<file path="src/rtl/krt_pkg.sv">
// Types shared by the keyed record table controller and datapath.
// No dependencies.
`default_nettype none
package krt_pkg;
	localparam int unsigned VAL_BITS = 16;
	localparam int unsigned CNT_BITS = 8;

	localparam logic [1:0] REQ_INSERT = 2'd0;
	localparam logic [1:0] REQ_UPDATE = 2'd1;
	localparam logic [1:0] REQ_REMOVE = 2'd2;
	localparam logic [1:0] REQ_REPORT = 2'd3;

	localparam logic [1:0] ST_OK        = 2'd0;
	localparam logic [1:0] ST_FULL      = 2'd1;
	localparam logic [1:0] ST_DUPLICATE = 2'd2;
	localparam logic [1:0] ST_NOT_FOUND = 2'd3;

	// Datapath operations issued by the controller.
	typedef enum logic [2:0] {
		OP_IDLE,
		OP_LOAD,
		OP_SEARCH,
		OP_READ,
		OP_WRITE,
		OP_SHIFT,
		OP_RANK1,
		OP_RANK2
	} dp_op_t;

	typedef struct packed {
		dp_op_t op;
		logic   scan_start;
		logic   drop_count;
		logic   bump_count;
		logic   capture_old;
	} dp_cmd_t;

	typedef struct packed {
		logic scan_done;
		logic found;
		logic full;
	} dp_status_t;
endpackage
`default_nettype wire

</file>
<file path="src/rtl/krt_ctrl.sv">
// Controller of the keyed record table: sequences load, search, write or
// shift, two ranking passes and the result. Depends on krt_pkg.
`default_nettype none
module krt_ctrl (
	input  wire logic                clk,
	input  wire logic                arst_n,
	input  wire logic                in_valid,
	output logic                     in_ready,
	output logic                     out_valid,
	input  wire logic                out_ready,
	input  wire logic [1:0]          in_req,
	output krt_pkg::dp_cmd_t         cmd,
	input  wire krt_pkg::dp_status_t sts,
	output logic [1:0]               status_q
);
	import krt_pkg::*;

	typedef enum logic [3:0] {
		S_IDLE, S_SRCH0, S_SRCH, S_DECIDE, S_RDOLD, S_OLD, S_WRITE,
		S_SHIFT0, S_SHIFT, S_RANK10, S_RANK1, S_RANK20, S_RANK2, S_OUT
	} state_t;

	state_t     state_q;
	logic [1:0] req_q;

	assign in_ready = (state_q == S_IDLE);

	always_comb begin
		cmd = '{op: OP_IDLE, scan_start: 1'b0, drop_count: 1'b0,
			bump_count: 1'b0, capture_old: 1'b0};
		case (state_q)
			S_IDLE:   if (in_valid) cmd.op = OP_LOAD;
			S_SRCH0:  begin cmd.op = OP_SEARCH; cmd.scan_start = 1'b1; end
			S_SRCH:   cmd.op = OP_SEARCH;
			S_RDOLD:  cmd.op = OP_READ;
			S_OLD:    cmd.capture_old = 1'b1;
			S_WRITE:  begin
				cmd.op = OP_WRITE;
				cmd.bump_count = (req_q == REQ_INSERT);
			end
			S_SHIFT0: begin cmd.op = OP_SHIFT; cmd.scan_start = 1'b1; end
			S_SHIFT:  begin
				cmd.op = OP_SHIFT;
				cmd.drop_count = sts.scan_done;
			end
			S_RANK10: begin cmd.op = OP_RANK1; cmd.scan_start = 1'b1; end
			S_RANK1:  cmd.op = OP_RANK1;
			S_RANK20: begin cmd.op = OP_RANK2; cmd.scan_start = 1'b1; end
			S_RANK2:  cmd.op = OP_RANK2;
			default:  cmd.op = OP_IDLE;
		endcase
	end

	always_ff @(posedge clk or negedge arst_n) begin
		if (!arst_n) begin
			state_q   <= S_IDLE;
			req_q     <= REQ_REPORT;
			status_q  <= ST_OK;
			out_valid <= 1'b0;
		end else begin
			case (state_q)
				S_IDLE: if (in_valid) begin
					req_q    <= in_req;
					status_q <= ST_OK;
					state_q  <= (in_req == REQ_REPORT) ? S_RANK10 : S_SRCH0;
				end
				S_SRCH0: state_q <= S_SRCH;
				S_SRCH:  if (sts.scan_done) state_q <= S_DECIDE;
				S_DECIDE: begin
					if (req_q == REQ_INSERT) begin
						if (sts.full) begin
							status_q <= ST_FULL; state_q <= S_RANK10;
						end else if (sts.found) begin
							status_q <= ST_DUPLICATE; state_q <= S_RANK10;
						end else begin
							state_q <= S_WRITE;
						end
					end else if (!sts.found) begin
						status_q <= ST_NOT_FOUND; state_q <= S_RANK10;
					end else begin
						state_q <= (req_q == REQ_UPDATE) ? S_RDOLD : S_SHIFT0;
					end
				end
				S_RDOLD: state_q <= S_OLD;
				S_OLD:   state_q <= S_WRITE;
				S_WRITE: state_q <= S_RANK10;
				S_SHIFT0: state_q <= S_SHIFT;
				S_SHIFT: if (sts.scan_done) state_q <= S_RANK10;
				S_RANK10: state_q <= S_RANK1;
				S_RANK1:  if (sts.scan_done) state_q <= S_RANK20;
				S_RANK20: state_q <= S_RANK2;
				S_RANK2:  if (sts.scan_done) begin
					state_q <= S_OUT; out_valid <= 1'b1;
				end
				S_OUT: if (out_ready) begin
					out_valid <= 1'b0; state_q <= S_IDLE;
				end
				default: state_q <= S_IDLE;
			endcase
		end
	end

	a_out_only_in_out: assert property (@(posedge clk) disable iff (!arst_n)
		out_valid |-> state_q == S_OUT) else $error("result outside output state");
	a_no_accept_busy: assert property (@(posedge clk) disable iff (!arst_n)
		in_ready |-> !out_valid) else $error("ready while result pending");
	a_one_count_op: assert property (@(posedge clk) disable iff (!arst_n)
		!(cmd.bump_count && cmd.drop_count)) else $error("count up and down");
endmodule
`default_nettype wire

</file>
<file path="config.mk">
export PLATFORM = sky130hd
export DESIGN_NAME = krt_ctrl
export DESIGN_NICKNAME = d
export VERILOG_FILES = /design/src/rtl/krt_pkg.sv /design/src/rtl/krt_ctrl.sv
export SDC_FILE = /design/constraint.sdc
export NUM_CORES = 1
export LEC_CHECK = 0
export BUFFER_PORTS_ARGS = -buffer_cell sky130_fd_sc_hd__buf_4
export CAP_MARGIN = 20
export CORE_UTILIZATION = 39
export DETAILED_ROUTE_END_ITERATION = 16
export GPL_TIMING_DRIVEN = 0
export PLACE_DENSITY = 0.62
export SKIP_CTS_REPAIR_TIMING = 1
export SLEW_MARGIN = 20
export SYNTH_ARGS = -nofsm -noshare
export SYNTH_HDL_FRONTEND = slang
export SYNTH_SLANG_ARGS = --single-unit
</file>
<file path="constraint.sdc">
create_clock -name clk -period 1.9 [get_ports clk]
set_input_delay 0.57 -clock clk [delete_from_list [all_inputs] [get_ports clk]]
set_output_delay 0.57 -clock clk [all_outputs]
set_load 0.02 [all_outputs]
</file>
==> summary.txt <==
Status
  • Status: complete, but fails checks
  • Failing checks: negative setup slack

Global route
  • First-pass GRT wire length: just under 3000 um
  • Antenna violations before repair: 0
  • Pin count of the biggest net entering global routing: 11
  • Vias in the first global route: 641
  • Grt total ovfl: 0
  • Total Routing Usage GR: 0.203

Timing
  • Final Cycle Share: 1.11
  • Final Hold Vio Count: 0
  • Fmax: about 0.47 GHz
  • Setup ws final: -0.210 ns
  • Total negative setup slack: -0.960 ns
  • Slew @ Worst Pin: 0.486 ns
  • Final Max Tran Viols: 0
  • Worst hold slack: ~0.10 ns
  • Clock Skew: 0.00288 ns
  • Setup violators final: 8
  • Final min period: 2.11 ns
  • Slew headroom: 0.673
  • RSZ-0062 raised after global routing: yes

Setup path
  • CP Capture Type: output pin
  • Slowest stage delay, CP: around 0.47 ns
  • Crit. path cell count: 4
  • Top cell family by delay on the critical path: simple AND/OR/NAND/NOR gates
  • R2R cell count: 5
  • Critical Path Most Common Cell: buf_6
  • CP startpoint: state_q[1]
  • CP Launch Type: flop
  • Critical Path AT: 1.54 ns
  • FF-to-FF Start: state_q[3]
  • CP Cell Sequence: buf_6, or3_1, and3_1, buf_6
  • Crit path to: cmd[5]
  • Flop-to-flop setup slack: about 0.30 ns
  • WP data required: ~1.3 ns
  • Slowest CP cell: dfrtp_2
  • Setup Crit Path Kind: reg2out
  • Critical Path Fanout Max: 7
  • RR Endpoint: state_q[0]
  • CP bufs+invs: 2

Clock network
  • CTS buffer count: 3
  • Worst skew pair latency: 0.28 ns
  • CTS tree: built
  • Num Clock Sinks: 9
  • Clock Path Buffers: 2
  • Clock transition at path regs: 0.07 ns
  • CTS root buffer: clkbuf_4
  • H-tree depth: 1

Synthesis
  • Mapped cell area: 752 um2
  • Post-synthesis sequential area ratio: 0.303
  • Post-synthesis cell count: 94
  • Count of yosys warnings during synthesis: 0
  • Mapped Avg Cell Area: 8.00 um2
  • Cell accounting for the most synthesized area: dfrtp_1
  • Synthesized Nets: 103
  • Synth cell types: 38
  • Area contributors post-synth: dfrtp_1, a21oi_1, dfstp_2
  • Count of state elements after synthesis: 9
  • Share of the synthesized area in the top cell type: 0.233

Routing
  • Routed Antenna Nets: 0
  • 1st-iter DRT viols: 29
  • Vias: just under 900
  • DRT Pass-1 Iters: 4
  • Residual DRC: 0
  • Post-Route WL: around 2500 um
  • Via density: ~5.6
  • Drt wl/cell: 15.6 um

Pwr
  • Switch Pwr: about 1.0 mW
  • LEAKAGE: 0.521 nW
  • Pint: 1.22 mW
  • Worst vdd ir: roughly 1200 uV
  • Sequential Power Share: 0.192
  • Clk network pwr share: 0.075
  • Comb pwr share: 0.734
  • Switching part of the total: 0.456
  • Pwr per Cell Area: 1840 mW/mm2

Layout
  • ANT cells: 0
  • Layout cell share with drive strength beyond 1: 0.485
  • Most frequent cells in the layout: buf_4, a21oi_1, buf_6
  • Commonest non-fill, non-tap cell in the layout: buf_4
  • Nets: about 140
  • Area delta synth->final: 62.1%

Floorplan
  • I/O pins: 20
  • Row cnt: 15
  • Die Span Y: 45.9 um
  • Die width: 45.9 um
  • Starting Density: 0.426
  • Core outline area: 0.00176 mm2
  • Die area: 0.00211 mm2

Run
  • Max-Cap Viols: 0

Place
  • Port buffer count: 19
  • Dpl hpwl: 1420 um
  • GPL Wtd Cong: 0.837

Hold path
  • HP Class: in2async
-- registers in the layout, summed over array words and instances (netlist names) --
signal,cells
status_q,2
out_valid,1
req_q,2
state_q,4
-- power by group through the flow --
stage	Clock [mW]	Combinational [mW]	Sequential, mW
after floorplan	0	0.739	0.420
after global placement	0	1.06	0.426
after detailed placement	0	1.06	0.426
after CTS	0.163	1.06	0.422
after global routing	0.173	1.74	0.437
final	0.168	1.65	0.430
-- cell families after synthesis --
family,count (synthesis),synth area share
AOI/OAI and AO/OA,34,0.280
xor gates and xnor gates,1,0.0116
buffers and inverters,8,0.0499
DFF,9,0.303
muxes,2,0.0299
and+or+nand+nor,40,0.326
-- how the worst min path moves through the flow --
stage / to / depth (start not counted)
floorplan: out_valid / 0
global placement: state_q[3] / 1
detailed placement: state_q[3] / 1
CTS: state_q[3] / 1
global route: out_valid / 1
finish: state_q[3] / 1
-- synthesized netlist by cell type --
cell type   n
a211oi_2    1
nand3_1     2
inv_1       2
o21ai_1     3
and2_1      1
o32ai_1     1
or3_2       1
and3_1      4
nor2_1      6
nor3_1      2
xnor2_1     1
a211oi_1    1
o211ai_1    1
o21ai_0     8
o21bai_1    1
nand2b_1    2
or4_1       1
nor4b_1     1
a22oi_1     1
nand2_2     1
or4_4       1
and4bb_1    1
buf_2       6
nor2b_1     5
o2bb2ai_1   1
dfrtp_1     7
mux2_1      2
a31oi_1     2
and3b_1     1
nand2_1     8
a41oi_1     1
dfstp_2     2
a21oi_1    11
a32oi_1     1
a21bo_2     1
nor3b_1     1
or3_1       1
nor4_4      1
-- routing by layer --
metal  global-route usage  share of wire  up-vias
met2                0.296           0.47       40
met1                0.284           0.44      409
met4                0.106          0.031        0
met5                    0              0        -
li1                     -              -      427
met3               0.0357          0.060       11
-- stage by stage --
step,instances,area [um2],power (mW),util,setup slack [ns]
4_1_cts,142,958,1.65,0.543,-0.301
5_1_grt,159,1220,2.35,0.691,-0.250
2_1_floorplan,94,758,1.16,-,0.0654
3_5_place_dp,138,932,1.49,0.528,-0.00396
3_3_place_gp,138,932,1.48,0.528,0.00415
6_report,159,1220,2.24,0.691,-0.210
-- area by class of cell --
class,instances,area [um2]
flip-flops and latches,9,231
plain buffers,6,75.1
fillers,153,546
multi-input cells,77,551
clock buffers,4,26.3
well taps,25,31.3
inverters,2,11.3
repair buffers,36,293
-- worst register-to-register path, stage by stage, from the launching register on --
cell and delay [ns]:
dfrtp_2 0.44, buf_4 0.15, buf_4 0.14, or4_1 0.53
a21oi_1 0.16, a21oi_1 0.06
(Power assumes the default switching activity.)
